--- src/design/tilt_shift_blur_blend_unit_macros.svh ---
// ----------------------------------------------------------------------------
// tilt_shift_blur_blend_unit_macros: assertion macros
// immediate-style wrappers around concurrent properties on clk / rst
// ----------------------------------------------------------------------------
`ifndef TILT_SHIFT_BLUR_BLEND_UNIT_MACROS_SVH
`define TILT_SHIFT_BLUR_BLEND_UNIT_MACROS_SVH

`ifndef SYNTH
// same-cycle implication
`define TSB_ASSERT_IMPL(name, ante, cons) \
  name: assert property (@(posedge clk) disable iff (rst) (ante) |-> (cons)) \
    else $error("tsb assertion failed");
// next-cycle implication
`define TSB_ASSERT_NEXT(name, ante, cons) \
  name: assert property (@(posedge clk) disable iff (rst) (ante) |=> (cons)) \
    else $error("tsb assertion failed");
`else
`define TSB_ASSERT_IMPL(name, ante, cons)
`define TSB_ASSERT_NEXT(name, ante, cons)
`endif

`endif

--- src/design/tsb_pkg.sv ---
// ----------------------------------------------------------------------------
// tsb_pkg: shared types and constants
// item structs, register codes, tanh table built at elaboration
// ----------------------------------------------------------------------------
`default_nettype none

package tsb_pkg;

  localparam int MAX_WIDTH    = 2048;
  localparam int MAX_HEIGHT   = 2048;
  localparam int TANH_ENTRIES = 128;

  localparam int ADDR_W  = $clog2(MAX_WIDTH);
  localparam int ROW_W   = 11;
  localparam int TIDX_W  = $clog2(TANH_ENTRIES + 1);
  localparam int PADDR_W = 5;

  localparam int FIFO_DEPTH = 16;
  localparam int FIFO_PTR_W = $clog2(FIFO_DEPTH);
  localparam int FIFO_CNT_W = FIFO_PTR_W + 1;

  localparam logic [15:0] MEAN_RECIP = 16'd58255;
  localparam int          MEAN_SHIFT = 19;

  localparam logic [2:0] REG_FRAME_WIDTH  = 3'd0;
  localparam logic [2:0] REG_FRAME_HEIGHT = 3'd1;
  localparam logic [2:0] REG_FOCUS_CENTER = 3'd2;
  localparam logic [2:0] REG_FOCUS_HEIGHT = 3'd3;
  localparam logic [2:0] REG_DECAY_SCALE  = 3'd4;

  localparam logic COMMAND_PIXEL = 1'b0;
  localparam logic COMMAND_DRAIN = 1'b1;

  typedef struct packed {
    logic       command;
    logic [7:0] in_blue;
    logic [7:0] in_green;
    logic [7:0] in_red;
  } pix_item_t;

  typedef struct packed {
    logic [7:0] out_blue;
    logic [7:0] out_green;
    logic [7:0] out_red;
    logic       end_of_line;
    logic       end_of_frame;
    logic       last_of_run;
  } res_item_t;

  typedef struct packed {
    logic [11:0] frame_width;
    logic [11:0] frame_height;
    logic [10:0] focus_center;
    logic [10:0] focus_height;
    logic [7:0]  decay_scale;
  } cfg_t;

  typedef logic [8:0] tanh_tab_t [TANH_ENTRIES + 1];

  // restoring division, elaboration only
  function automatic logic [63:0] udiv64(input logic [63:0] n, input logic [63:0] d);
    logic [63:0] q;
    logic [63:0] r;
    q = '0;
    r = '0;
    for (int b = 63; b >= 0; b--) begin
      r = {r[62:0], n[b]};
      if (r >= d) begin
        r    = r - d;
        q[b] = 1'b1;
      end
    end
    return q;
  endfunction

  // tanh(4*i/entries) in q1.8 via fixed-point exp
  function automatic logic [8:0] tanh_entry(input int i);
    logic [63:0] z;
    logic [63:0] term;
    logic [63:0] sum;
    logic [63:0] e;
    z    = (64'(i) << 30) / TANH_ENTRIES;
    term = 64'd1 << 30;
    sum  = term;
    for (int k = 1; k <= 20; k++) begin
      term = udiv64((term * z) >> 30, 64'(k));
      sum  = sum + term;
    end
    e = sum >> 14;
    for (int s = 0; s < 3; s++) begin
      e = (e * e) >> 16;
    end
    if (e < 64'd65536) begin
      e = 64'd65536;
    end
    return 9'(udiv64(64'd512 * (e - 64'd65536) + e + 64'd65536, 64'd2 * (e + 64'd65536)));
  endfunction

  function automatic tanh_tab_t build_tanh();
    tanh_tab_t t;
    for (int i = 0; i <= TANH_ENTRIES; i++) begin
      t[i] = tanh_entry(i);
    end
    return t;
  endfunction

  localparam tanh_tab_t TANH_TABLE = build_tanh();

endpackage

`default_nettype wire

--- src/design/tsb_fifo.sv ---
// ----------------------------------------------------------------------------
// tsb_fifo: result queue
// takes up to two items a cycle, while out_stall is low hands out one
// ----------------------------------------------------------------------------
`default_nettype none
`include "tilt_shift_blur_blend_unit_macros.svh"

module tsb_fifo (
  input  logic                          clk,
  input  logic                          rst,
  input  logic                          push_a,
  input  tsb_pkg::res_item_t            item_a,
  input  logic                          push_b,
  input  tsb_pkg::res_item_t            item_b,
  output logic                          out_valid,
  output tsb_pkg::res_item_t            out_item,
  input  logic                          out_stall,
  output logic [tsb_pkg::FIFO_CNT_W-1:0] count
);
  import tsb_pkg::*;

  res_item_t             mem [FIFO_DEPTH];
  logic [FIFO_PTR_W-1:0] wptr;
  logic [FIFO_PTR_W-1:0] rptr;
  logic                  pop;

  assign out_valid = count != '0;
  assign out_item  = mem[rptr];
  assign pop       = out_valid && !out_stall;

  always_ff @(posedge clk) begin
    if (push_a) begin
      mem[wptr] <= item_a;
    end
    if (push_b) begin
      mem[wptr + FIFO_PTR_W'(push_a)] <= item_b;
    end
  end

  always_ff @(posedge clk) begin
    if (rst) begin
      wptr  <= '0;
      rptr  <= '0;
      count <= '0;
    end else begin
      wptr  <= wptr + FIFO_PTR_W'(push_a) + FIFO_PTR_W'(push_b);
      rptr  <= rptr + FIFO_PTR_W'(pop);
      count <= count + FIFO_CNT_W'(push_a) + FIFO_CNT_W'(push_b) - FIFO_CNT_W'(pop);
    end
  end

  `TSB_ASSERT_IMPL(fifo_bounded, 1'b1, count <= FIFO_CNT_W'(FIFO_DEPTH))
  `TSB_ASSERT_NEXT(fifo_pop_only, pop && !push_a && !push_b, count == $past(count) - 1)

endmodule

`default_nettype wire

--- config.mk ---
export PLATFORM = sky130hd
export DESIGN_NAME = tsb_fifo
export DESIGN_NICKNAME = d
export VERILOG_FILES = /design/src/design/tsb_pkg.sv /design/src/design/tsb_fifo.sv
export VERILOG_INCLUDE_DIRS = /design/src /design/src/design
export SDC_FILE = /design/constraint.sdc
export NUM_CORES = 1
export LEC_CHECK = 0
export BUFFER_PORTS_ARGS = -buffer_cell sky130_fd_sc_hd__buf_4
export CELL_PAD_IN_SITES_DETAIL_PLACEMENT = 1
export CELL_PAD_IN_SITES_GLOBAL_PLACEMENT = 1
export CORE_MARGIN = 5
export CORE_UTILIZATION = 42
export CTS_BUF_LIST = sky130_fd_sc_hd__clkbuf_4 sky130_fd_sc_hd__clkbuf_8
export CTS_CLUSTER_DIAMETER = 50
export DETAILED_ROUTE_END_ITERATION = 10
export GPL_ROUTABILITY_DRIVEN = 0
export GPL_TIMING_DRIVEN = 0
export PLACE_DENSITY = 0.78
export SYNTH_ARGS = -nofsm -noshare
export SYNTH_HDL_FRONTEND = slang
export SYNTH_SLANG_ARGS = --single-unit
--- constraint.sdc ---
create_clock -name clk -period 7.65 [get_ports clk]
set_input_delay 1.1475 -clock clk [delete_from_list [all_inputs] [get_ports clk]]
set_output_delay 1.1475 -clock clk [all_outputs]
set_load 0.005 [all_outputs]
# After elaboration in Yosys (flattened, before gate mapping)
# Memory sizes are Yosys's and may differ from the RTL's. A register that Yosys moved wholly into a read port is not among the register bits.
# Cells that the tools add are included.
[totals]
reg_bits = 13
ramBits = 432
inputBits = 59
wordCells = 18
mem_count = 1
[op_classes]
add_sub_neg = 6
mux = 5
n_reduce_logical = 3
[memory_table]
columns = ["name", "words", "word_bits", "rd", "rd_clocked_by_memory_dff", "write_ports", "line_no", "rtl"]
rows = [
  ["mem", 16, 27, 1, 1, 2, "tsb_fifo.sv:22", "res_item_t mem [FIFO_DEPTH];"],
]
[ops]
columns = ["operator", "count"]
rows = [
  ["$add A4 B1 Y4", 3],
  ["$add A5 B1 Y5", 2],
  ["$reduce_bool A5 Y1", 1],
  ["$sub A5 B1 Y5", 1],
  ["$mux W1", 4],
  ["$mux W4", 1],
  ["$logic_and A1 B1 Y1", 1],
  ["$logic_not A1 Y1", 1],
]

# Depth between registers and ports, before layout
[depth]
ltp_word = 4
depth_mapped = 11

# Worst setup path before layout
# Ideal clock, no wire load.
[synth_path]
path_kind = "input to register"
start = "in push_a"
end = "mem mem[4][0] (netlist name) (enable)"
t_arrival_ns = 3.713
required_time_ns = 7.201
slack_ns = 3.489
stages = 7
n_path_buf = 2
cell_sequence = "ha_1 > ha_1 > nor3_1 > buf_4 > nand2_2 > buf_2 > o21ai_0"
[synth_lines]
columns = ["item", "line_no", "rtl"]
rows = [
  ["start: declaration", "tsb_fifo.sv:11", "input logic push_a,"],
  ["end: declaration", "tsb_fifo.sv:22", ""],
]

==> results.json <==
{
  "fillers": 5111,
  "required_ns": 6.50,
  "first_global_vias": 17800,
  "synth_enable_flop_cells": 432,
  "placed_cells": 2252,
  "drive_gt1_frac": 0.253,
  "track_usage": 0.304,
  "synth_top_area_cell": "edfxtp_1",
  "tritoncts": "yes",
  "synthCells": 1482,
  "cts_buffers": 76,
  "synth.area.top_cells": "edfxtp_1 (59%), o2bb2ai_1 (17%), mux4_2 (11%)",
  "drt-vias-per-instance": 7.06,
  "min_to": "rptr[3]",
  "core_area_sq_um": 52300,
  "synth_area_per_cell_sq_um": 14.9,
  "hp-start": "rptr[3]",
  "fin_cells": 2389,
  "cts-root-buf": "clkbuf_8",
  "maxSlewViolCount": 0,
  "r2r_slack_ns": 3.77,
  "finalClockSkew_ns": 0.0331,
  "routed_wl_um": 88800,
  "row_count": 84,
  "maxSlewHeadroom": 0.0226,
  "status": "completed",
  "r2r_start": "wptr[0]",
  "dr.pass1.iters": 6,
  "end_kind": "output port",
  "setup_ws_ns": 2.81,
  "finalSetupTns_ns": 0,
  "min_period_ns": 4.84,
  "ys_warn_count": 0,
  "hold_viol": 0,
  "p_leak_nw": 7.93,
  "htree_levels": 3,
  "finalHoldWorstSlack_ns": 0.611,
  "drt-initial-drc-count": 2714,
  "antenna_found_initial": 1,
  "crit_type": "flop to output port",
  "worstMarginPinSlew_ns": 1.46,
  "crit_path_start": "rptr[2]",
  "netlist_area_sq_um": 22100,
  "numClockSinks": 445,
  "r2r_cells": 8,
  "cts_hold_buf": 0,
  "initial_core_util": 0.423,
  "start_kind": "flop",
  "clk_latency_ns": 0.69,
  "chipHeight_um": 240,
  "finalInstanceArea_sq_um": 25500,
  "dieArea_sq_um": 57400,
  "ant_nets": 0,
  "grt_pass1_wl_um": 124000,
  "cts_resized": 0,
  "total_power_mw": 7.30,
  "grt-ovfl-total": 0,
  "arrival_ns": 3.69,
  "vias": 16900,
  "post-route-util": 0.487,
  "yosys.area.top_type_share": 0.586,
  "setup_viol": 0,
  "synth_flop_cell": "edfxtp_1",
  "pwr_density_cell_nw_per_um2": 286,
  "die_w_um": 240,
  "clockBufferDepth": 3,
  "post_cts_buffers": 0,
  "ys_ff_latch": 445,
  "maxCapViolations": 0,
  "yosysSeqAreaShare": 0.598,
  "drc_errors": 0,
  "crit_slowest_cell": "nor2_1",
  "final_nets": 1714,
  "synth_common_cells": "edfxtp_1 (432), o2bb2ai_1 (432), nand2_1 (139)",
  "postSynth.asyncResetShare": 0,
  "pin_count": 92,
  "synth_nets": 1554,
  "hold_class": "flop to flop",
  "reg2reg_to": "mem[4][9]",
  "io_buffers": 64,
  "post_drt_wl_per_cell_um": 37.2,
  "crit_fanout": 10,
  "ir_drop_v": 0.000150,
  "area_growth_syn_to_layout_pct": 15.3,
  "timing.fmax_mhz": 207,
  "dp_hpwl_um": 58400,
  "whs_path_depth": 2,
  "synth.distinct_cells": 44,
  "max_stage_delay_ns": 1.12,
  "finalCritPeriodShare": 0.632,
  "clkTransAtPathRegs_ns": 0.06,
  "placed_cell_area_sq_um": 24000,
  "grt_max_degree": 21,
  "rsz0062_at_grt": "no",
  "crit_chain": "nor2_1, clkbuf_1, a22oi_1, nand2_1, buf_4",
  "dp_slack_ns": 3.07
}
[routing by layer]
layer,vias to the layer above,global-route usage,wire (um)
li1,6512,-,-
met1,8456,0.382,30900
met2,1521,0.476,40300
met3,386,0.0986,12000
met4,0,0.152,5590
met5,-,0,0
[flip-flops by register name (all words and copies together) (netlist names)]
register	flops
wptr	4
rptr	4
count	5
mem	432
[cells in the final DEF, fill, tap and decap left out, types with 20 or more instances in the layout]
| master | instances |
|---|---|
| clkinv_1 | 21 |
| mux4_2 | 108 |
| nand2_1 | 139 |
| edfxtp_1 | 432 |
| buf_2 | 71 |
| buf_1 | 34 |
| clkbuf_1 | 68 |
| o2bb2ai_1 | 432 |
| clkbuf_8 | 83 |
| a22oi_1 | 54 |
| clkbuf_4 | 20 |
| buf_4 | 68 |
[critical path, delay by kind of cell (launching register included)]
| kind | cells | cell delay, ns |
|---|---|---|
| flip-flops | 1 | 0.36 |
| buffers and inverters | 2 | 1.03 |
| AND/OR/NAND/NOR | 2 | 1.35 |
| AO/OA/AOI/OAI | 1 | 0.28 |
[logic make-up after synthesis]
family / after synthesis / synth area share
compound gates: 525 / 0.203
flops: 445 / 0.598
buf+inv: 192 / 0.0394
simple gates: 191 / 0.0383
mux: 108 / 0.110
fa+ha+maj: 13 / 0.00803
xor+xnor: 8 / 0.00317
[area by class of cell]
cell class	count	area, sq um	area share
diodes	2	5.00	0.000196
plain buffers	184	841	0.0330
clock buffers	103	1290	0.0507
clock inverters	32	171	0.00672
inverters	8	30.0	0.00118
multi-input cells	845	8200	0.321
flip-flops and latches	445	13200	0.519
well taps	688	861	0.0338
repair buffers	82	871	0.0341
[power breakdown]
group	total [mW]	leakage, nW	switching (mW)	internal [mW]
logic	2.20	3.13	1.31	0.885
registers	2.94	4.03	0.0556	2.89
clock network	2.16	0.769	1.03	1.13
[how the worst max path moves through the flow]
| stage | end | depth (start not counted) |
|---|---|---|
| floorplan | mem[4][0] | 7 |
| global placement | mem[0][13] | 4 |
| detailed placement | mem[4][9] | 9 |
| CTS | out_item[7] | 5 |
| global route | out_item[24] | 5 |
| finish | out_item[24] | 5 |
Power figures use the tool's default switching activity.
