$ cat src/design/tilt_shift_blur_blend_unit_macros.svh
// ----------------------------------------------------------------------------
// tilt_shift_blur_blend_unit_macros: assertion macros
// immediate-style wrappers around concurrent properties on clk / rst
// ----------------------------------------------------------------------------
`ifndef TILT_SHIFT_BLUR_BLEND_UNIT_MACROS_SVH
`define TILT_SHIFT_BLUR_BLEND_UNIT_MACROS_SVH

`ifndef SYNTH
// same-cycle implication
`define TSB_ASSERT_IMPL(name, ante, cons) \
  name: assert property (@(posedge clk) disable iff (rst) (ante) |-> (cons)) \
    else $error("tsb assertion failed");
// next-cycle implication
`define TSB_ASSERT_NEXT(name, ante, cons) \
  name: assert property (@(posedge clk) disable iff (rst) (ante) |=> (cons)) \
    else $error("tsb assertion failed");
`else
`define TSB_ASSERT_IMPL(name, ante, cons)
`define TSB_ASSERT_NEXT(name, ante, cons)
`endif

`endif

$ cat src/design/tsb_pkg.sv
// ----------------------------------------------------------------------------
// tsb_pkg: shared types and constants
// item structs, register codes, tanh table built at elaboration
// ----------------------------------------------------------------------------
`default_nettype none

package tsb_pkg;

  localparam int MAX_WIDTH    = 2048;
  localparam int MAX_HEIGHT   = 2048;
  localparam int TANH_ENTRIES = 128;

  localparam int ADDR_W  = $clog2(MAX_WIDTH);
  localparam int ROW_W   = 11;
  localparam int TIDX_W  = $clog2(TANH_ENTRIES + 1);
  localparam int PADDR_W = 5;

  localparam int FIFO_DEPTH = 16;
  localparam int FIFO_PTR_W = $clog2(FIFO_DEPTH);
  localparam int FIFO_CNT_W = FIFO_PTR_W + 1;

  localparam logic [15:0] MEAN_RECIP = 16'd58255;
  localparam int          MEAN_SHIFT = 19;

  localparam logic [2:0] REG_FRAME_WIDTH  = 3'd0;
  localparam logic [2:0] REG_FRAME_HEIGHT = 3'd1;
  localparam logic [2:0] REG_FOCUS_CENTER = 3'd2;
  localparam logic [2:0] REG_FOCUS_HEIGHT = 3'd3;
  localparam logic [2:0] REG_DECAY_SCALE  = 3'd4;

  localparam logic COMMAND_PIXEL = 1'b0;
  localparam logic COMMAND_DRAIN = 1'b1;

  typedef struct packed {
    logic       command;
    logic [7:0] in_blue;
    logic [7:0] in_green;
    logic [7:0] in_red;
  } pix_item_t;

  typedef struct packed {
    logic [7:0] out_blue;
    logic [7:0] out_green;
    logic [7:0] out_red;
    logic       end_of_line;
    logic       end_of_frame;
    logic       last_of_run;
  } res_item_t;

  typedef struct packed {
    logic [11:0] frame_width;
    logic [11:0] frame_height;
    logic [10:0] focus_center;
    logic [10:0] focus_height;
    logic [7:0]  decay_scale;
  } cfg_t;

  typedef logic [8:0] tanh_tab_t [TANH_ENTRIES + 1];

  // restoring division, elaboration only
  function automatic logic [63:0] udiv64(input logic [63:0] n, input logic [63:0] d);
    logic [63:0] q;
    logic [63:0] r;
    q = '0;
    r = '0;
    for (int b = 63; b >= 0; b--) begin
      r = {r[62:0], n[b]};
      if (r >= d) begin
        r    = r - d;
        q[b] = 1'b1;
      end
    end
    return q;
  endfunction

  // tanh(4*i/entries) in q1.8 via fixed-point exp
  function automatic logic [8:0] tanh_entry(input int i);
    logic [63:0] z;
    logic [63:0] term;
    logic [63:0] sum;
    logic [63:0] e;
    z    = (64'(i) << 30) / TANH_ENTRIES;
    term = 64'd1 << 30;
    sum  = term;
    for (int k = 1; k <= 20; k++) begin
      term = udiv64((term * z) >> 30, 64'(k));
      sum  = sum + term;
    end
    e = sum >> 14;
    for (int s = 0; s < 3; s++) begin
      e = (e * e) >> 16;
    end
    if (e < 64'd65536) begin
      e = 64'd65536;
    end
    return 9'(udiv64(64'd512 * (e - 64'd65536) + e + 64'd65536, 64'd2 * (e + 64'd65536)));
  endfunction

  function automatic tanh_tab_t build_tanh();
    tanh_tab_t t;
    for (int i = 0; i <= TANH_ENTRIES; i++) begin
      t[i] = tanh_entry(i);
    end
    return t;
  endfunction

  localparam tanh_tab_t TANH_TABLE = build_tanh();

endpackage

`default_nettype wire

$ cat src/design/tsb_lane.sv
// ----------------------------------------------------------------------------
// tsb_lane: one color channel
// 3x3 sums, mean by reciprocal, weighted blend for both results of an item
// ----------------------------------------------------------------------------
`default_nettype none

module tsb_lane (
  input  logic            clk,
  input  logic [2:0][7:0] col,
  input  logic [2:0][7:0] prev,
  input  logic [2:0][7:0] prev2,
  input  logic            first_col,
  input  logic [8:0]      w,
  output logic [7:0]      res_a,
  output logic [7:0]      res_b
);
  import tsb_pkg::*;

  logic [9:0]  s_col;
  logic [9:0]  s_prev;
  logic [9:0]  s_prev2;
  logic [11:0] sa;
  logic [11:0] sb;
  logic [11:0] sa2;
  logic [11:0] sb2;
  logic [7:0]  oa2;
  logic [7:0]  ob2;
  logic [8:0]  w2;
  logic [7:0]  ma;
  logic [7:0]  mb;
  logic [7:0]  ma3;
  logic [7:0]  mb3;
  logic [7:0]  oa3;
  logic [7:0]  ob3;
  logic [8:0]  w3;

  function automatic logic [7:0] mean9(input logic [11:0] s);
    logic [27:0] p;
    p = (28'(s) + 28'd4) * 28'(MEAN_RECIP);
    return 8'(p >> MEAN_SHIFT);
  endfunction

  function automatic logic [7:0] blend(input logic [8:0] wt, input logic [7:0] o,
                                       input logic [7:0] m);
    logic [17:0] v;
    v = 18'(wt) * 18'(o) + (18'd256 - 18'(wt)) * 18'(m) + 18'd128;
    return (v[17:16] != 2'b00) ? 8'd255 : v[15:8];
  endfunction

  assign s_col   = 10'(col[0]) + 10'(col[1]) + 10'(col[2]);
  assign s_prev  = 10'(prev[0]) + 10'(prev[1]) + 10'(prev[2]);
  assign s_prev2 = 10'(prev2[0]) + 10'(prev2[1]) + 10'(prev2[2]);
  // left border reflects onto the current column
  assign sa = 12'(first_col ? s_col : s_prev2) + 12'(s_prev) + 12'(s_col);
  assign sb = (12'(s_prev) << 1) + 12'(s_col);

  always_ff @(posedge clk) begin
    sa2 <= sa;
    sb2 <= sb;
    oa2 <= prev[1];
    ob2 <= col[1];
    w2  <= w;
  end

  assign ma = mean9(sa2);
  assign mb = mean9(sb2);

  always_ff @(posedge clk) begin
    ma3 <= ma;
    mb3 <= mb;
    oa3 <= oa2;
    ob3 <= ob2;
    w3  <= w2;
  end

  assign res_a = blend(w3, oa3, ma3);
  assign res_b = blend(w3, ob3, mb3);

endmodule

`default_nettype wire

$ cat config.mk
export PLATFORM = sky130hd
export DESIGN_NAME = tsb_lane
export DESIGN_NICKNAME = d
export VERILOG_FILES = /design/src/design/tilt_shift_blur_blend_unit_macros.svh /design/src/design/tsb_pkg.sv /design/src/design/tsb_lane.sv
export SDC_FILE = /design/constraint.sdc
export NUM_CORES = 1
export LEC_CHECK = 0
export ABC_AREA = 1
export BUFFER_PORTS_ARGS = -buffer_cell sky130_fd_sc_hd__buf_2
export CAP_MARGIN = 20
export CELL_PAD_IN_SITES_DETAIL_PLACEMENT = 1
export CELL_PAD_IN_SITES_GLOBAL_PLACEMENT = 2
export CORE_ASPECT_RATIO = 1.25
export CORE_UTILIZATION = 30
export DETAILED_ROUTE_END_ITERATION = 8
export PLACE_DENSITY_LB_ADDON = 0.08
export RECOVER_POWER = 25
export SETUP_SLACK_MARGIN = 0.1
export SYNTH_ARGS = -nofsm -noshare
export SYNTH_HDL_FRONTEND = slang
export SYNTH_SLANG_ARGS = --single-unit
$ cat constraint.sdc
create_clock -name clk -period 7.7 [get_ports clk]
set_input_delay 0.385 -clock clk [delete_from_list [all_inputs] [get_ports clk]]
set_output_delay 0.385 -clock clk [all_outputs]
set_load 0.005 [all_outputs]
Yosys cells after proc, flatten, opt, wreduce, memory -nomap -nowiden
Index checks and enable logic that the tools add are counted.

storage, ports and cells
  word-level logic and storage cells = 37
  memories kept = 0
  bits of input ports = 83
  RAM bits = 0
  memory bits (read-only) = 0
  bits in latches = 0
  register bits = 90

operators by class
  shifts and indexed selects = 0
  multiply operators = 6
  $add $sub $neg = 16
  reductions and logical operators = 2
  bitwise operators = 0
  divide/modulo/power cells = 0
  magnitude comparators = 0
  equal/unequal tests = 0
  mux-type cells = 3

operators with widths
  cell                                                                   count
  13-bit by 16-bit multiplier with 27-bit output, second input constant  2
  17-bit by 18-bit adder with 18-bit output                              2
  18-bit by 8-bit adder with 18-bit output, second input constant        2
  9-bit by 8-bit multiplier with 17-bit output                           2
  9-bit by 8-bit adder with 10-bit output                                3
  8-bit by 8-bit adder with 9-bit output                                 3
  12-bit by 3-bit adder with 13-bit output, second input constant        2
  11-bit by 10-bit adder with 12-bit output                              2
  10-bit by 9-bit multiplier with 18-bit output                          1
  18-bit by 8-bit multiplier with 18-bit output                          1
  8-bit 2-to-1 mux                                                       2
  10-bit by 10-bit adder with 11-bit output                              1
  10-bit 2-to-1 mux                                                      1
  9-bit by 9-bit subtractor with 10-bit output, first input constant     1
  2-bit nonzero test                                                     2

Logic depth before layout (Yosys ltp)
  depth in word-level cells = 6
  gate-level depth with buffers = 34

Least setup slack after synthesis
Ideal clock, no wire load.

  path kind = flip-flop to output port
  start = register w3[1]
  end = output port res_b[0]
  data required time = 7.315 ns
  arrival time = 5.811 ns
  buffers on the path = 1
  stages on the path, launching flop included = 28
  setup slack = 1.504 ns
  path through = dfxtp_1 -> buf_2 -> inv_2 -> ha_1 -> nand2_2 -> nor2_2 -> inv_1 -> o21ai_0 -> nand2_1 -> inv_1 -> nand2_1 -> fa_1 -> inv_1 -> fa_1 -> fa_1 -> fa_1 -> fa_1 -> inv_1 -> fa_1 -> inv_1 -> ha_1 -> a21oi_1 -> o21ai_0 -> a21oi_1 -> nand2_1 -> nand2_1 -> nand2_2 -> nand3_1

on the way
  word-level cells in the longest chain between the ends = 6

ends and longest elaborated chain
  what                                           line            text
  from (decl)                                    tsb_lane.sv:35  logic [8:0] w3;
  from (signal assigned)                         tsb_lane.sv:73  w3 <= w2;
  9-bit by 9-bit subtractor with 10-bit output   tsb_lane.sv:46  v = 18'(wt) * 18'(o) + (18'd256 - 18'(wt)) * 18'(m) + 18'd128;
  10-bit by 9-bit multiplier with 18-bit output  tsb_lane.sv:46
  17-bit by 18-bit adder with 18-bit output *    tsb_lane.sv:46
  18-bit by 8-bit adder with 18-bit output *     tsb_lane.sv:46
  2-bit nonzero test                             tsb_lane.sv:47  return (v[17:16] != 2'b00) ? 8'd255 : v[15:8];
  8-bit 2-to-1 mux *                             tsb_lane.sv:47
  to (decl)                                      tsb_lane.sv:15  output logic [7:0] res_b

Every way passes the cells marked *; elsewhere a longest branch is shown, timed or not.

Worst setup path in the final report
  start = register w3[3]
  end = output port res_b[4]

The elaborated chain is that of the path after synthesis.

==> flow_metrics.py <==
metrics = {
    "floorplanning": {
        "core_area_mm2": 0.0763,
        "die_w_um": 251,
        "die_y_um": 313,
        "dieArea_mm2": 0.0786,
        "rows": 113,
        "initial_core_util": 0.304,
        "io_pins": 99,
    },
    "clocking": {
        "insertion_delay_ps": 380,
        "ctsHtreeMaxLevel": 3,
        "clock_sinks": 90,
        "root_buffer": "clkbuf_16",
        "cts_tree": "done",
        "clock_path_buffers": 2,
        "path_clk_slew_ps": 70,
        "cts_made_buffers": 9,
    },
    "layout": {
        "area_delta_synth_final_pct": 8.15,
        "final_common_cell": "inv_1",
        "final_cell_mix": "inv_1, nand2_1, fa_1",
        "multi_input_area_mm2": 0.0179,
        "nFillCells": 9348,
        "seq_area_mm2": 0.00181,
        "final_cells": 4000,
        "drive_gt1_frac": 0.0510,
        "fin_nets": 3839,
    },
    "place": {
        "place_ws_ps": 795,
        "finalWeightedCongestion": 0.855,
        "dp_cells": 3983,
        "dp_hpwl_um": 64700,
        "portBuffers": 98,
    },
    "yosys": {
        "ys.warnings.count": 0,
        "synth_top_cell_by_area": "fa_1",
        "syn_area_per_cell_um2": 7.90,
        "synth-seq-cells": 90,
        "yosys-top-cells-area": "fa_1, ha_1, inv_1",
        "synth.cell_area_mm2": 0.0232,
        "synth_top_area_frac": 0.352,
        "synth_cells": 2941,
        "synth_seq_area_share": 0.0775,
        "syn-num-nets": 3763,
        "synth.distinct_cells": 49,
    },
    "drt": {
        "dr_total_vias": 18000,
        "wl_met2_um": 38200,
        "met1_length_um": 30200,
        "ant_nets": 0,
        "vias_per_cell": 4.51,
        "drt-initial-drc-count": 479,
        "drtPass1Iterations": 5,
        "wire_per_inst_um": 17.7,
        "drt-total-wl_um": 70700,
        "drc_errors": 0,
        "routed.top_layer": "met5",
        "wl_met3_um": 819,
    },
    "sta": {
        "final_hold_viol_count": 0,
        "fin_tns_setup_ps": 0,
        "period_share": 0.919,
        "timing.fmax_ghz": 0.141,
        "fin_crit_ps": 7080,
        "clock_skew_ps": 5.50,
        "final-max-slew-violation-count": 0,
        "worst_pin_slew_ps": 900,
        "rsz0062_at_grt": "no",
        "relSlewSlack": 0.400,
        "setup_viol": 0,
        "fin_ws_ps": 621,
    },
    "global_route": {
        "grt_usage": 0.186,
        "grt_pass1_wl_um": 113000,
        "grt_pass1_vias": 20700,
        "antenna_found_initial": 3,
        "overflow": 0,
        "grt_max_degree": 31,
    },
    "worst_setup_path": {
        "critPathLaunchType": "register",
        "worst_r2r_endpoint": "ma3[6]",
        "crit_path_end_kind": "output pin",
        "r2r_slack_ps": 1880,
        "cp.required_ps": 7320,
        "worstPathArrival_ps": 6690,
        "reg2reg_from": "sa2[3]",
        "crit_path_max_fanout": 10,
        "crit_type": "register to output pin",
        "worstRegToRegCells": 24,
    },
    "min_path": {
        "min_from": "w[8]",
        "min_path_type": "input pin to register",
        "whs_path_depth": 1,
        "hold_path_end": "w2[8]",
    },
    "flow_run": {
        "cap_violations": 0,
    },
    "status": {
        "outcome": "complete, no violations",
    },
}
[critical path, cell delays in order, from the launching register on]
cell	delay, ps
dfxtp_1	340
nor2_4	140
nand2_2	60
nor2_2	130
nand2_1	80
o21ai_0	140
nand2_1	70
buf_4	160
clkinv_1	200
nand2_1	120
fa_1	550
inv_1	60
fa_1	500
fa_1	530
fa_1	530
fa_1	550
inv_1	50
fa_1	530
inv_1	40
ha_1	340
a21oi_1	290
o21ai_0	200
a21oi_1	220
nand3_1	120
nand2_2	150
nand3_1	100
buf_2	140
[cell type report]
cell class              instances  share of cell area
well taps                     977              0.0486
clock buffers                   9             0.00896
multi-input cells            1926               0.714
inverters                     878               0.131
diodes                          1           0.0000996
flip-flops and latches         90              0.0718
repair buffers                112              0.0227
clock inverters                 7             0.00259
[cell families (layout without fill, tap and decap cells)]
kind of cell,after synthesis,after routing,share of synthesized area
buffers and inverters,925,1006,0.151
and+or+nand+nor,882,882,0.157
adders and majority gates,739,739,0.530
AOI/OAI and AO/OA,225,225,0.0547
DFF,90,90,0.0775
xor gates and xnor gates,80,80,0.0305
other,0,1,0
[flip-flops by register name, summed over array words and instances, names as in the netlist]
name and count:
ob3 8, ob2 8, sb2 12, w2 9, oa3 8, mb3 8, sa2 12, ma3 8
oa2 8, w3 9
[worst max path at each step]
stage	to	startpoint	slack [ps]	depth (start not counted)
2_1_floorplan	res_b[0]	w3[1]	1500	27
3_3_place_gp	res_b[5]	w3[5]	980	23
3_5_place_dp	res_b[4]	w3[5]	790	26
4_1_cts	res_b[4]	w3[5]	370	26
5_1_grt	res_b[1]	w3[0]	170	30
6_report	res_b[4]	w3[3]	620	26
[cells in the mapped netlist (all sizes together)]
| master | instances |
|---|---|
| a211oi | 4 |
| a21boi | 3 |
| a21o | 10 |
| a21oi | 105 |
| a22oi | 2 |
| a2bb2oi | 1 |
| a31o | 2 |
| a31oi | 8 |
| buf | 14 |
| clkbuf | 33 |
| clkinv | 2 |
| dfxtp | 90 |
| fa | 409 |
| ha | 330 |
| inv | 876 |
| nand2 | 566 |
| nand3 | 80 |
| nand3b | 10 |
| nand4 | 18 |
| nor2 | 172 |
| nor3 | 19 |
| nor4 | 6 |
| o2111ai | 3 |
| o211ai | 6 |
| o21a | 3 |
| o21ai | 64 |
| o21bai | 10 |
| o311ai | 1 |
| o31a | 1 |
| o31ai | 2 |
| or2 | 11 |
| xnor2 | 24 |
| xor2 | 56 |
[per-stage QoR]
stage	util	hold WS (ps)	instance area, µm²
finish	0.329	105	25100
floorplan	-	310	23200
CTS	0.329	80.7	25100
global route	0.329	89.3	25100
detailed placement	0.326	315	24900
global placement	0.326	313	24900
[metal layers]
| metal | global-route usage | vias to the layer above |
|---|---|---|
| met4 | 0.0442 | 2 |
| met2 | 0.359 | 110 |
| li1 | - | 8820 |
| met5 | 0 | - |
| met3 | 0.0111 | 51 |
| met1 | 0.223 | 9045 |
[repair_timing]
action / 4_1_cts / 5_1_grt
hold buffers: 0 / 0
buffers inserted: 0 / 0
gates resized for setup: 0 / 4
endpoints found under the setup margin: 0 / 16
Power is left out: the tool's default activity adds up to more than one toggle a clock period on the data nets, which glitch-free logic cannot reach.
