===== src/design/tilt_shift_blur_blend_unit_macros.svh =====
// ----------------------------------------------------------------------------
// tilt_shift_blur_blend_unit_macros: assertion macros
// immediate-style wrappers around concurrent properties on clk / rst
// ----------------------------------------------------------------------------
`ifndef TILT_SHIFT_BLUR_BLEND_UNIT_MACROS_SVH
`define TILT_SHIFT_BLUR_BLEND_UNIT_MACROS_SVH

`ifndef SYNTH
// same-cycle implication
`define TSB_ASSERT_IMPL(name, ante, cons) \
  name: assert property (@(posedge clk) disable iff (rst) (ante) |-> (cons)) \
    else $error("tsb assertion failed");
// next-cycle implication
`define TSB_ASSERT_NEXT(name, ante, cons) \
  name: assert property (@(posedge clk) disable iff (rst) (ante) |=> (cons)) \
    else $error("tsb assertion failed");
`else
`define TSB_ASSERT_IMPL(name, ante, cons)
`define TSB_ASSERT_NEXT(name, ante, cons)
`endif

`endif


===== src/design/tsb_pkg.sv =====
// ----------------------------------------------------------------------------
// tsb_pkg: shared types and constants
// item structs, register codes, tanh table built at elaboration
// ----------------------------------------------------------------------------
`default_nettype none

package tsb_pkg;

  localparam int MAX_WIDTH    = 2048;
  localparam int MAX_HEIGHT   = 2048;
  localparam int TANH_ENTRIES = 128;

  localparam int ADDR_W  = $clog2(MAX_WIDTH);
  localparam int ROW_W   = 11;
  localparam int TIDX_W  = $clog2(TANH_ENTRIES + 1);
  localparam int PADDR_W = 5;

  localparam int FIFO_DEPTH = 16;
  localparam int FIFO_PTR_W = $clog2(FIFO_DEPTH);
  localparam int FIFO_CNT_W = FIFO_PTR_W + 1;

  localparam logic [15:0] MEAN_RECIP = 16'd58255;
  localparam int          MEAN_SHIFT = 19;

  localparam logic [2:0] REG_FRAME_WIDTH  = 3'd0;
  localparam logic [2:0] REG_FRAME_HEIGHT = 3'd1;
  localparam logic [2:0] REG_FOCUS_CENTER = 3'd2;
  localparam logic [2:0] REG_FOCUS_HEIGHT = 3'd3;
  localparam logic [2:0] REG_DECAY_SCALE  = 3'd4;

  localparam logic COMMAND_PIXEL = 1'b0;
  localparam logic COMMAND_DRAIN = 1'b1;

  typedef struct packed {
    logic       command;
    logic [7:0] in_blue;
    logic [7:0] in_green;
    logic [7:0] in_red;
  } pix_item_t;

  typedef struct packed {
    logic [7:0] out_blue;
    logic [7:0] out_green;
    logic [7:0] out_red;
    logic       end_of_line;
    logic       end_of_frame;
    logic       last_of_run;
  } res_item_t;

  typedef struct packed {
    logic [11:0] frame_width;
    logic [11:0] frame_height;
    logic [10:0] focus_center;
    logic [10:0] focus_height;
    logic [7:0]  decay_scale;
  } cfg_t;

  typedef logic [8:0] tanh_tab_t [TANH_ENTRIES + 1];

  // restoring division, elaboration only
  function automatic logic [63:0] udiv64(input logic [63:0] n, input logic [63:0] d);
    logic [63:0] q;
    logic [63:0] r;
    q = '0;
    r = '0;
    for (int b = 63; b >= 0; b--) begin
      r = {r[62:0], n[b]};
      if (r >= d) begin
        r    = r - d;
        q[b] = 1'b1;
      end
    end
    return q;
  endfunction

  // tanh(4*i/entries) in q1.8 via fixed-point exp
  function automatic logic [8:0] tanh_entry(input int i);
    logic [63:0] z;
    logic [63:0] term;
    logic [63:0] sum;
    logic [63:0] e;
    z    = (64'(i) << 30) / TANH_ENTRIES;
    term = 64'd1 << 30;
    sum  = term;
    for (int k = 1; k <= 20; k++) begin
      term = udiv64((term * z) >> 30, 64'(k));
      sum  = sum + term;
    end
    e = sum >> 14;
    for (int s = 0; s < 3; s++) begin
      e = (e * e) >> 16;
    end
    if (e < 64'd65536) begin
      e = 64'd65536;
    end
    return 9'(udiv64(64'd512 * (e - 64'd65536) + e + 64'd65536, 64'd2 * (e + 64'd65536)));
  endfunction

  function automatic tanh_tab_t build_tanh();
    tanh_tab_t t;
    for (int i = 0; i <= TANH_ENTRIES; i++) begin
      t[i] = tanh_entry(i);
    end
    return t;
  endfunction

  localparam tanh_tab_t TANH_TABLE = build_tanh();

endpackage

`default_nettype wire


===== src/design/tsb_weight.sv =====
// ----------------------------------------------------------------------------
// tsb_weight: per-row blend weight
// two products registered, then tanh lookups and clamp; holds the row weight
// ----------------------------------------------------------------------------
`default_nettype none

module tsb_weight (
  input  logic                     clk,
  input  logic                     rst,
  input  logic                     upd,
  input  logic [tsb_pkg::ROW_W-1:0] q,
  input  tsb_pkg::cfg_t            cfg,
  output logic [8:0]               w
);
  import tsb_pkg::*;

  localparam int TPROD_W = 7 + $clog2(TANH_ENTRIES) + 1;

  logic signed [12:0] dq1;
  logic signed [12:0] dq2;
  logic signed [8:0]  kk;
  logic signed [21:0] d1;
  logic signed [21:0] d2;
  logic               upd_q;
  logic signed [9:0]  t1;
  logic signed [9:0]  t2;
  logic signed [10:0] diff;
  logic [9:0]         dcl;
  logic [8:0]         w_new;
  logic [8:0]         row_weight;

  function automatic logic signed [9:0] tlook(input logic signed [21:0] d);
    logic [21:0]        mag;
    logic [6:0]         m;
    logic [TPROD_W-1:0] p;
    logic [8:0]         v;
    mag = d[21] ? 22'(-d) : 22'(d);
    m   = (mag > 22'd64) ? 7'd64 : mag[6:0];
    p   = TPROD_W'(m) * TPROD_W'(TANH_ENTRIES);
    v   = TANH_TABLE[TIDX_W'(p >> 6)];
    return d[21] ? -$signed({1'b0, v}) : $signed({1'b0, v});
  endfunction

  assign dq1 = $signed({2'b0, q}) - $signed({2'b0, cfg.focus_center});
  assign dq2 = dq1 - $signed({2'b0, cfg.focus_height});
  assign kk  = $signed({1'b0, cfg.decay_scale});

  always_ff @(posedge clk) begin
    d1 <= 22'(dq1 * kk);
    d2 <= 22'(dq2 * kk);
    if (rst) begin
      upd_q <= 1'b0;
    end else begin
      upd_q <= upd;
    end
  end

  assign t1    = tlook(d1);
  assign t2    = tlook(d2);
  assign diff  = 11'(t1) - 11'(t2);
  assign dcl   = diff[10] ? 10'd0 : (diff > 11'sd512) ? 10'd512 : diff[9:0];
  assign w_new = 9'((dcl + 10'd1) >> 1);

  always_ff @(posedge clk) begin
    if (rst) begin
      row_weight <= '0;
    end else if (upd_q) begin
      row_weight <= w_new;
    end
  end

  // a new row's weight goes straight to the item that asked for it
  assign w = upd_q ? w_new : row_weight;

endmodule

`default_nettype wire


===== config.mk =====
export PLATFORM = sky130hd
export DESIGN_NAME = tsb_weight
export DESIGN_NICKNAME = d
export VERILOG_FILES = /design/src/design/tilt_shift_blur_blend_unit_macros.svh /design/src/design/tsb_pkg.sv /design/src/design/tsb_weight.sv
export SDC_FILE = /design/constraint.sdc
export NUM_CORES = 1
export LEC_CHECK = 0
export BUFFER_PORTS_ARGS = -buffer_cell sky130_fd_sc_hd__buf_2
export CORE_AREA = 5 5 189 191
export CTS_CLUSTER_SIZE = 30
export DETAILED_ROUTE_END_ITERATION = 8
export DIE_AREA = 0 0 194 196
export GPL_TIMING_DRIVEN = 1
export PLACE_DENSITY_LB_ADDON = 0.3
export SLEW_MARGIN = 20
export SYNTH_ARGS = -nofsm -noshare
export SYNTH_HDL_FRONTEND = slang
export SYNTH_SLANG_ARGS = --single-unit

===== constraint.sdc =====
create_clock -name clk -period 20.3 [get_ports clk]
set_input_delay 1.015 -clock clk [delete_from_list [all_inputs] [get_ports clk]]
set_output_delay 1.015 -clock clk [all_outputs]
set_load 0.1 [all_outputs]

**Word-level counts from Yosys, hierarchy flattened**

Memories as Yosys holds them, arrays and structs flattened.
Index checks and enable logic that the tools add are counted.

- Flip-flop bits (word level): 53
- Bits in read-only memories: 4,608
- Output and inout port bits: 9
- Logic and storage cells: 36
- Memories: 2

Memory list:

| memory | words | bits a word | read ports | clocked after Yosys merged registers in | wr ports | RTL line | RTL |
|---|---|---|---|---|---|---|---|
| (name not given) | 256 | 9 | 1 | 0 | 0 | tsb_weight.sv:40 | `v = TANH_TABLE[TIDX_W'(p >> 6)];` |
| (name not given) | 256 | 9 | 1 | 0 | 0 | tsb_weight.sv:40 |  |

- Add/subtract/negate cells: 8
- Multiply operators: 2
- $lt $le $gt $ge: 5
- Mux-type cells: 13
- Bitwise logic cells: 2

Operators with widths:

| operator | number |
|---|---|
| 9-bit 2-to-1 mux | 5 |
| 22-bit by 7-bit greater-than comparator with 1-bit output (second input constant) | 2 |
| 22-bit 2-to-1 mux | 2 |
| 10-bit 2-to-1 mux | 4 |
| 13-bit by 9-bit multiplier with 22-bit output | 1 |
| 21-bit negator with 22-bit output | 1 |
| 22-bit negator | 1 |
| 12-bit by 9-bit multiplier with 21-bit output | 1 |
| 9-bit negator with 10-bit output | 2 |
| 9-bit greater-or-equal comparator (second input constant) | 2 |
| 8-bit NOT with 9-bit output | 2 |
| 7-bit 2-to-1 mux | 2 |
| 12-bit by 12-bit subtractor with 13-bit output | 1 |
| 11-bit by 11-bit subtractor with 12-bit output | 1 |
| 11-bit greater-than comparator (second input constant) | 1 |
| 10-bit by 10-bit subtractor with 11-bit output | 1 |
| 10-bit by 1-bit adder with 10-bit output (second input constant) | 1 |

**Longest topological paths before layout**

Gate-level depths: netlist of the first run.

- Depth in word-level cells: 16
- Gate-level depth with buffers: 39

**Worst setup path after synthesis of the first run**

Ideal clock, no wire load.

- Kind: flip-flop to output port
- Start point: register d1[0]
- End point: output port w[3]
- Arrival time: 9.101 ns
- Required time: 19.285 ns
- Slack: 10.184 ns
- Stages on the path, launching flop included: 35
- Path through: dfxtp_1 > buf_2 > inv_1 > ha_1 > or3b_2 > or4_4 > or4b_1 > a21oi_1 > o2111ai_2 > nor3_1 > ha_1 > nor2_1 > a2111oi_0 > o31ai_1 > or4_1 > ha_1 > nand2_1 > o21a_1 > inv_1 > ha_1 > nor2b_1 > o21ai_0 > a21boi_0 > nor2_1 > or4_1 > a21o_1 > o41a_1 > or2_2 > clkbuf_1 > nor2_1 > ha_1 > nand3_1 > xnor2_1 > nand2_1 > o2bb2ai_1

- Longest elaborated chain between the ends: 16

Ends and longest elaborated chain:

| element | RTL line | RTL |
|---|---|---|
| from (decl) | tsb_weight.sv:22 | `logic signed [21:0] d1;` |
| from (signal assigned) | tsb_weight.sv:49 | `d1 <= 22'(dq1 * kk);` |
| 21-bit negator with 22-bit output | tsb_weight.sv:37 | `mag = d[21] ? 22'(-d) : 22'(d);` |
| 22-bit 2-to-1 mux * | tsb_weight.sv:37 |  |
| 22-bit by 7-bit greater-than comparator with 1-bit output | tsb_weight.sv:38 | `m = (mag > 22'd64) ? 7'd64 : mag[6:0];` |
| 7-bit 2-to-1 mux * | tsb_weight.sv:38 |  |
| 8-bit NOT with 9-bit output (implied by the code) * | tsb_weight.sv:40 |  |
| memory read 256 x 9 bit * | -- |  |
| 9-bit 2-to-1 mux (implied by the code) * (2 in a row) | tsb_weight.sv:40 |  |
| 9-bit negator with 10-bit output | tsb_weight.sv:41 | `return d[21] ? -$signed({1'b0, v}) : $signed({1'b0, v});` |
| 10-bit 2-to-1 mux * | tsb_weight.sv:41 |  |
| 10-bit by 10-bit subtractor with 11-bit output * | tsb_weight.sv:60 | `assign diff = 11'(t1) - 11'(t2);` |
| 11-bit greater-than comparator | tsb_weight.sv:61 | `assign dcl = diff[10] ? 10'd0 : (diff > 11'sd512) ? 10'd512 : diff[9:0];` |
| 10-bit 2-to-1 mux | tsb_weight.sv:61 |  |
| 10-bit 2-to-1 mux * | tsb_weight.sv:61 |  |
| 10-bit by 1-bit adder with 10-bit output * | tsb_weight.sv:62 | `assign w_new = 9'((dcl + 10'd1) >> 1);` |
| 9-bit 2-to-1 mux * | tsb_weight.sv:73 | `assign w = upd_q ? w_new : row_weight;` |
| to (decl) | tsb_weight.sv:13 | `output logic [8:0] w` |

Mark *: on every way between the ends. The rest lies on a longest branch, timed or not. The select of a mux whose other input is x is not followed.

**Worst setup path after layout of the first run**

- Start point: register d2[0]
- End point: output port w[7]

- Longest elaborated chain between the ends: 16

Ends and longest elaborated chain:

| element | RTL line | RTL |
|---|---|---|
| from (decl) | tsb_weight.sv:23 | `logic signed [21:0] d2;` |
| from (signal assigned) | tsb_weight.sv:50 | `d2 <= 22'(dq2 * kk);` |
| 22-bit negator | tsb_weight.sv:37 |  |
| 22-bit 2-to-1 mux * | tsb_weight.sv:37 |  |
| 22-bit by 7-bit greater-than comparator with 1-bit output | tsb_weight.sv:38 |  |
| 7-bit 2-to-1 mux * | tsb_weight.sv:38 |  |
| 8-bit NOT with 9-bit output (implied by the code) * | tsb_weight.sv:40 |  |
| memory read 256 x 9 bit * | -- |  |
| 9-bit 2-to-1 mux (implied by the code) * (2 in a row) | tsb_weight.sv:40 |  |
| 9-bit negator with 10-bit output | tsb_weight.sv:41 |  |
| 10-bit 2-to-1 mux * | tsb_weight.sv:41 |  |
| 10-bit by 10-bit subtractor with 11-bit output * | tsb_weight.sv:60 |  |
| 11-bit greater-than comparator | tsb_weight.sv:61 |  |
| 10-bit 2-to-1 mux | tsb_weight.sv:61 |  |
| 10-bit 2-to-1 mux * | tsb_weight.sv:61 |  |
| 10-bit by 1-bit adder with 10-bit output * | tsb_weight.sv:62 |  |
| 9-bit 2-to-1 mux * | tsb_weight.sv:73 |  |

Marked as above.

==> flow_summary_export.csv, run 1 <==
group,metric,value,unit
synth,syn-instance-count,1653,
place,pre_cts_ws,9720,ps
global_routing,grt_pass1_vias,11035,
global_routing,grt_pass1_wl,51500,um
floorplanning,num_rows,68,
synth,ys_async_sr_fraction,0,
sta,finalWorstSetupSlack,9280,ps
cells_and_area,nets,2032,
sta,slew_violations,0,
cts,clk_latency,300,ps
worst_setup_path,arrival,10010,ps
job,max_cap_violations,0,
floorplanning,dieArea,0.0380,mm^2
detailed_routing,routed_via_density,5.19,
floorplanning,coreArea,0.0339,mm^2
sta,holdWs,463,ps
detailed_routing,routedWlPerCell,13.7,um
cts,clockBufferDepth,2,
worst_setup_path,crit_top_cell,"ha_1",
detailed_routing,drcViolationCount,0,
synth,synth.avg_cell_area,8.03,um^2
place,place_hpwl,23700,um
worst_setup_path,critPathMaxFanout,15,
detailed_routing,drt_wl_total,29000,um
worst_setup_path,critical_path.max_stage_delay,670,ps
floorplanning,ios,77,
place,io_buffer_count,52,
hold_path,min-delay-start,"row_weight[7]",
detailed_routing,dr.max_layer_used,"met5",
cells_and_area,drive_gt1_frac,0.0613,
cts,holdBufCountCts,0,
synth,syn-num-nets,2022,
synth,synth_area_leaders,"fa_1 (25%), ha_1 (13%), inv_1 (8.3%)",
global_routing,grt-ovfl-total,0,
hold_path,hp-class,"reg2reg",
detailed_routing,m1WireLength,14300,um
sta,tightestPinTransition,1010,ps
sta,hold_viol,0,
worst_setup_path,critPathSlowestCell,"or4b_1",
synth,ys_seq_area_frac,0.0800,
synth,netlist_area,0.0133,mm^2
synth,synthDistinctLibCells,87,
global_routing,grt_max_degree,43,
worst_setup_path,crit_cells,33,
sta,finalSetupViolations,0,
cts,cts_resized,0,
place,globalplace.congestion,0.857,
detailed_routing,wl_met2,13600,um
run_status,status,"finished, final reports clean",
cts,clockRootBuffer,"clkbuf_16",
worst_setup_path,worstPathRequired,19290,ps
sta,skew,4.57,ps
sta,post-route-min-period,11020,ps
synth,synth_seq_cells,53,
worst_setup_path,reg2regPathDepth,32,
floorplanning,die_h,196,um
worst_setup_path,cp-end-kind,"output port",
synth,synth_edf_count,0,
cells_and_area,regArea,0.00106,mm^2
cts,cts_tree,"yes",
global_routing,antenna_found_initial,1,
worst_setup_path,r2r-end,"row_weight[7]",
sta,max_freq,90.7,MHz
floorplanning,die_x,194,um
sta,rsz0062_at_grt,"false",
cts,clk_pin_slew,70,ps
synth,yosys.area.top_type,"fa_1",
cells_and_area,diodes,0,
synth,synth.top_cell.area_share,0.249,
hold_path,holdPathStages,2,
cts,post_cts_buffers,0,
worst_setup_path,cp-start-kind,"flip-flop",
cells_and_area,multi_input_area,0.0109,mm^2
sta,period_share,0.543,
worst_setup_path,startpoint,"d2[0]",
worst_setup_path,reg2reg_slack,10900,ps
synth,ys_warn_count,0,
floorplanning,start_util,0.391,
detailed_routing,dr.first_iter.drc_count,605,
worst_setup_path,r2r-start,"d2[0]",
detailed_routing,antenna_left,0,
worst_setup_path,critPathBufInv,2,
detailed_routing,dr_wl_met3,918,um
worst_setup_path,cpLargestDelayFamily,"compound AO/OA/AOI/OAI gates",
global_routing,grt_usage,0.154,
cts,h-tree-depth,2,
synth,postSynth.topFlopCell,"dfxtp_1",
detailed_routing,first_pass_iters,5,
sta,max_slew_margin,0.325,
detailed_routing,vias,11007,
worst_setup_path,worstSetupPathType,"reg2out",
cells_and_area,syn_to_final_growth,6.00,%
hold_path,hold_end,"row_weight[7]",
cts,cts_num_sinks,53,
cells_and_area,fillers,3435,
cts,cts_buffers,5,
sta,fin_setup_tns,0,ps
metal layers:
layer / global-route usage / up-vias
met4: 0.0219 / 2
met1: 0.217 / 5332
met5: 0 / -
met2: 0.263 / 160
li1: - / 5493
met3: 0.0185 / 20
state kept, by name, summed over array words and instances (netlist names):
name        count
upd_q           1
d2             22
row_weight      9
d1             21
stage by stage:
step / std cells / instance area, um^2 / utilization
3_5_place_dp: 2111 / 13900 / 0.409
2_1_floorplan: 1653 / 13300 / -
3_3_place_gp: 2111 / 13900 / 0.409
6_report: 2119 / 14100 / 0.414
5_1_grt: 2119 / 14100 / 0.414
4_1_cts: 2119 / 14100 / 0.414
kinds of logic (layout without fill, tap and decap cells):
kind of cell             count (synthesis)  in the layout  synth area share
AND/OR/NAND/NOR                        556            556             0.220
buffers and inverters                  348            359             0.103
AO/OA/AOI/OAI                          303            303             0.158
adder cells (fa/ha/maj)                301            301             0.377
XOR/XNOR                                83             83            0.0548
flip-flops                              53             53            0.0800
multiplexers                             9              9           0.00707
worst max path at each step:
stage                end  slack, ps
floorplan           w[3]      10180
global placement    w[7]       9890
detailed placement  w[7]       9720
CTS                 w[7]       9320
global route        w[7]       8560
finish              w[7]       9280
worst min-delay path: cells and delay by family (launching register included):
family,cells,cell delay (ps)
AOI/OAI and AO/OA,1,60
DFF,1,300
and+or+nand+nor,1,60
synthesized netlist by cell type, types with 7 or more instances:
cell type  number
nor3b_1         8
nor4_1         13
nand2_1       157
a31oi_1        16
and2_1         99
dfxtp_1        53
a21o_1          8
nand3_1        20
nand2b_1       15
a21boi_0       15
fa_1          165
nor2b_1        44
o211ai_1       14
clkbuf_1       41
a211oi_1        8
o21a_1         10
nor2_1         87
nor3_1         37
o21ai_0        70
xnor2_1        59
and3_1         11
o31ai_1        17
or3_1          16
or4_1           8
xor2_1         24
ha_1          136
nand3b_1        7
inv_1         292
a21oi_1        63
cell type report:
class | instances | share of cell area
clock buffer | 5 | 0.00890
clock inverter | 3 | 0.00338
inverter | 292 | 0.0779
multi-input combinational | 1252 | 0.772
sequential | 53 | 0.0754
tap | 455 | 0.0405
timing repair buffer | 59 | 0.0222
cell usage in the layout, fill, tap and decap left out, types with 5 or more instances in the layout:
cell type | synthesis | routed
a31oi_1 | 16 | 16
and2_1 | 99 | 99
nand2_1 | 157 | 157
a21boi_0 | 15 | 15
a32oi_1 | 5 | 5
a21o_1 | 8 | 8
nor3b_1 | 8 | 8
nand3_1 | 20 | 20
xor2_1 | 24 | 23
a21oi_1 | 63 | 63
inv_1 | 292 | 292
o41ai_1 | 6 | 6
o21ai_0 | 70 | 70
buf_2 | 6 | 52
o211ai_1 | 14 | 14
or3_1 | 16 | 16
nor4_1 | 13 | 13
nor2b_1 | 44 | 44
mux2i_1 | 6 | 6
nor3_1 | 37 | 37
or2_2 | 6 | 6
buf_4 | 3 | 7
or4_1 | 8 | 8
nand3b_1 | 7 | 7
ha_1 | 136 | 136
clkbuf_16 | 0 | 5
o211a_1 | 5 | 5
o21bai_1 | 5 | 5
nand2b_1 | 15 | 15
dfxtp_1 | 53 | 53
and3_1 | 11 | 11
o31ai_1 | 17 | 17
xnor2_1 | 59 | 59
or4_4 | 5 | 5
o21a_1 | 10 | 10
nor2_1 | 87 | 87
fa_1 | 165 | 165
a211oi_1 | 8 | 8
Power of run 1 is left out: the tool's default activity adds up to more than one toggle a clock period on the data nets, which glitch-free logic cannot reach.
==> run 2: changes to the inputs <==
clock period = 10 ns   (was 20.3 ns; I/O delays follow)
==> flow_summary_export.csv, run 2 (same netlist as run 1, synthesis figures left out) <==
group,metric,value,unit
sta,post-route-min-period,9450,ps
sta,fin_setup_tns,0,ps
sta,slew_violations,0,
run_status,status,"finished, final reports clean",
cells_and_area,top_regs,"d2: 22 flops, d1: 21 flops, row_weight: 9 flops",
worst_setup_path,cp-end-kind,"output port",
cells_and_area,final_cell_mix,"inv_1 (292), fa_1 (165), nand2_1 (157)",
cts,cts_tree,"yes",
worst_setup_path,worstSetupPathType,"reg2out",
cells_and_area,largest_reg_flops,22,
worst_setup_path,critical_path.max_stage_delay,570,ps
cells_and_area,nets,2040,
cts,cts_buffers,5,
cts,clk_pin_slew,70,ps
detailed_routing,drcViolationCount,0,
worst_setup_path,critPathSlowestCell,"or4_4",
floorplanning,dieArea,0.0380,mm^2
floorplanning,die_x,194,um
sta,tightestPinTransition,978,ps
cts,h-tree-depth,2,
cts,post_cts_buffers,0,
sta,max_freq,106,MHz
place,placed_area,0.0140,mm^2
global_routing,grt_pass1_vias,11258,
cells_and_area,regMostFlops,"d2",
place,globalplace.congestion,0.866,
detailed_routing,first_pass_iters,5,
global_routing,grt_usage,0.156,
cells_and_area,regArea,0.00106,mm^2
worst_setup_path,startpoint,"d1[0]",
cells_and_area,final_area,0.0142,mm^2
worst_setup_path,r2r-start,"d1[0]",
detailed_routing,antenna_left,0,
sta,rsz0062_at_grt,"false",
cells_and_area,syn_to_final_growth,6.85,%
detailed_routing,drt_wl_total,29900,um
worst_setup_path,cp-start-kind,"flip-flop",
floorplanning,num_rows,68,
cells_and_area,diodes,0,
global_routing,grt_max_degree,42,
detailed_routing,routedWlPerCell,14.0,um
detailed_routing,routed_via_density,5.21,
floorplanning,start_util,0.391,
place,io_buffer_count,52,
sta,skew,4.32,ps
sta,period_share,0.945,
cts,clockRootBuffer,"clkbuf_16",
sta,max_slew_margin,0.345,
cts,clockBufferDepth,2,
cts,holdBufCountCts,0,
global_routing,grt-ovfl-total,0,
cells_and_area,drive_gt1_frac,0.0694,
sta,hold_viol,0,
floorplanning,ios,77,
cells_and_area,layout_commonest_cell,"inv_1",
hold_path,min-delay-start,"upd",
sta,finalSetupViolations,0,
floorplanning,coreArea,0.0339,mm^2
detailed_routing,dr.first_iter.drc_count,652,
floorplanning,die_h,196,um
hold_path,hp-class,"in2reg",
worst_setup_path,worstPathRequired,9500,ps
worst_setup_path,arrival,8950,ps
global_routing,antenna_found_initial,0,
detailed_routing,vias,11082,
cts,clk_latency,300,ps
place,place_hpwl,24300,um
job,max_cap_violations,0,
cts,cts_num_sinks,53,
cells_and_area,fillers,3464,
cells_and_area,multi_input_area,0.0109,mm^2
worst_setup_path,critPathMaxFanout,9,
global_routing,grt_pass1_wl,51800,um
run 2: cell count changes in the layout (fill, tap and decap cells not counted), moves of 2 or more:
cell / change
a2111oi_1: +2
buf_4: +9
a2111oi_0: -2
nor3_2: +2
buf_2: -2
nor3_1: -2
run 2: critical path, delay by kind of cell, from the launching register on:
kind                       cells  cell delay, ps
adders and majority gates      5            1270
buffers and inverters          4             540
and+or+nand+nor               17            4250
AOI/OAI and AO/OA              9            2170
DFF                            1             410
run 2: final timing paths:
kind / end / slack, ps / cells past startpoint
max reg2reg: row_weight[7] / 1460 / 34
min: upd_q / 410 / 2
max: w[7] / 550 / 35
min reg2reg: row_weight[7] / 460 / 2
run 2: cell type report:
type,instances,area share
flip-flops and latches,53,0.0748
clock inverters,2,0.00274
well taps,455,0.0401
multi-input cells,1252,0.769
inverters,292,0.0773
clock buffers,5,0.00882
repair buffers,67,0.0275
run 2: stage by stage:
stage | cells | hold slack [ps] | setup slack [ps] | util
after floorplan | 1653 | 444 | 399 | -
after global placement | 2119 | 454 | 693 | 0.411
after detailed placement | 2119 | 456 | 606 | 0.411
after CTS | 2126 | 406 | 208 | 0.416
after global routing | 2126 | 416 | 18.2 | 0.418
final | 2126 | 413 | 546 | 0.418
run 2: timing repair:
item,in CTS,in global routing
setup endpoints to repair,0,6
resized for setup,0,15
hold endpoints to repair,0,0
run 2: metal layers:
layer | track usage | routed length (um) | vias up
met4 | 0.0367 | 515 | 0
met3 | 0.0151 | 943 | 42
li1 | - | - | 5500
met1 | 0.216 | 14500 | 5326
met5 | 0 | 0 | -
met2 | 0.267 | 13900 | 214
Power of run 2 is left out for the same reason.
==> run 3: changes to the inputs <==
clock period = 9.6 ns   (was 10 ns; I/O delays follow)
==> flow_summary_export.csv, run 3 (same netlist as run 1, synthesis figures left out) <==
group,metric,value,unit
run_status,status,"finished, final reports clean",
sta,tightestPinTransition,1010,ps
worst_setup_path,r2r-start,"d1[0]",
cells_and_area,final_area,0.0143,mm^2
detailed_routing,dr.first_iter.drc_count,631,
floorplanning,die_h,196,um
cells_and_area,drive_gt1_frac,0.0817,
sta,max_slew_margin,0.324,
hold_path,min-delay-start,"upd",
cells_and_area,fillers,3450,
sta,max_freq,109,MHz
sta,finalSetupViolations,0,
floorplanning,dieArea,0.0380,mm^2
place,placed_area,0.0140,mm^2
global_routing,grt_max_degree,41,
cts,clockRootBuffer,"clkbuf_16",
floorplanning,num_rows,68,
worst_setup_path,cp-end-kind,"output port",
detailed_routing,m1WireLength,14200,um
sta,finalWorstSetupSlack,423,ps
cells_and_area,final_cell_mix,"inv_1 (291), fa_1 (165), nand2_1 (155)",
global_routing,grt_pass1_wl,51500,um
cells_and_area,largest_reg_flops,22,
detailed_routing,routedWlPerCell,13.9,um
global_routing,antenna_found_initial,1,
sta,hold_viol,0,
cells_and_area,top_regs,"d2: 22 flops, d1: 21 flops, row_weight: 9 flops",
worst_setup_path,startpoint,"d1[0]",
cells_and_area,regMostFlops,"d2",
cells_and_area,final_cells,2132,
sta,slew_violations,0,
detailed_routing,dr.max_layer_used,"met5",
worst_setup_path,arrival,8700,ps
job,max_cap_violations,0,
cts,cts_buffers,5,
sta,skew,6.76,ps
cells_and_area,diodes,0,
worst_setup_path,critPathSlowestCell,"or4_4",
detailed_routing,drt_wl_total,29600,um
worst_setup_path,worstPathRequired,9120,ps
worst_setup_path,critPathMaxFanout,6,
sta,post-route-min-period,9180,ps
detailed_routing,vias,11099,
hold_path,hp-class,"in2reg",
global_routing,grt_pass1_vias,10909,
sta,period_share,0.956,
cts,cts_num_sinks,53,
cts,cts_tree,"yes",
cts,holdBufCountCts,0,
floorplanning,die_x,194,um
place,globalplace.congestion,0.883,
detailed_routing,dr_wl_met3,1120,um
worst_setup_path,worstSetupPathType,"reg2out",
place,pre_cts_ws,259,ps
detailed_routing,wl_met2,13900,um
global_routing,grt_usage,0.155,
floorplanning,start_util,0.391,
global_routing,grt-ovfl-total,0,
worst_setup_path,cp-start-kind,"flip-flop",
cells_and_area,regArea,0.00106,mm^2
sta,holdWs,388,ps
cells_and_area,nets,2046,
floorplanning,ios,77,
place,dp_cells,2122,
detailed_routing,drcViolationCount,0,
cts,clk_pin_slew,70,ps
cts,h-tree-depth,2,
place,place_hpwl,24100,um
cells_and_area,syn_to_final_growth,7.97,%
detailed_routing,routed_via_density,5.21,
detailed_routing,antenna_left,0,
floorplanning,coreArea,0.0339,mm^2
cts,clockBufferDepth,2,
worst_setup_path,critical_path.max_stage_delay,560,ps
cts,clk_latency,300,ps
cells_and_area,multi_input_area,0.0110,mm^2
cells_and_area,layout_commonest_cell,"inv_1",
detailed_routing,first_pass_iters,5,
place,io_buffer_count,52,
run 3: cell count changes in the layout (fill, tap and decap cells not counted), sizes merged:
| cell | previous run | this run |
|---|---|---|
| buf | 67 | 73 |
run 3: critical path, delay by kind of cell (launching register included):
| family | cells | cell delay (ps) |
|---|---|---|
| buffers and inverters | 4 | 490 |
| adder cells (fa/ha/maj) | 5 | 1230 |
| AND/OR/NAND/NOR | 17 | 4170 |
| flip-flops | 1 | 310 |
| AO/OA/AOI/OAI | 9 | 2170 |
run 3: final timing paths:
check	endpoint	slack (ps)	depth (start not counted)
worst max-delay path	w[7]	420	35
worst min-delay path	upd_q	390	2
worst max register to register	row_weight[3]	1260	35
worst min register to register	row_weight[7]	470	2
run 3: cell type report:
cell class	count	area share
Multi-Input combinational cell	1252	0.767
Inverter	292	0.0765
Sequential cell	53	0.0741
Tap cell	455	0.0397
Timing Repair Buffer	73	0.0313
Clock buffer	5	0.00873
Clock inverter	2	0.00271
run 3: what timing repair did:
| item | CTS | global route |
|---|---|---|
| setup endpoints to repair | 3 | 6 |
| buffers inserted | 0 | 3 |
| gates resized for setup | 3 | 30 |
| endpoints found under the hold margin | 0 | 0 |
| pin swaps | 0 | 4 |
run 3: per-layer routing:
metal  track usage  up-vias
met2         0.264      230
met3        0.0161       25
li1              -     5503
met5             0        -
met1         0.217     5339
met4        0.0258        2
run 3: per-stage QoR:
step	util	TNS [ps]
CTS	0.417	0
global placement	0.412	0
detailed placement	0.412	0
floorplan	-	0
finish	0.422	0
global route	0.422	-49.3
Power of run 3 is left out for the same reason.
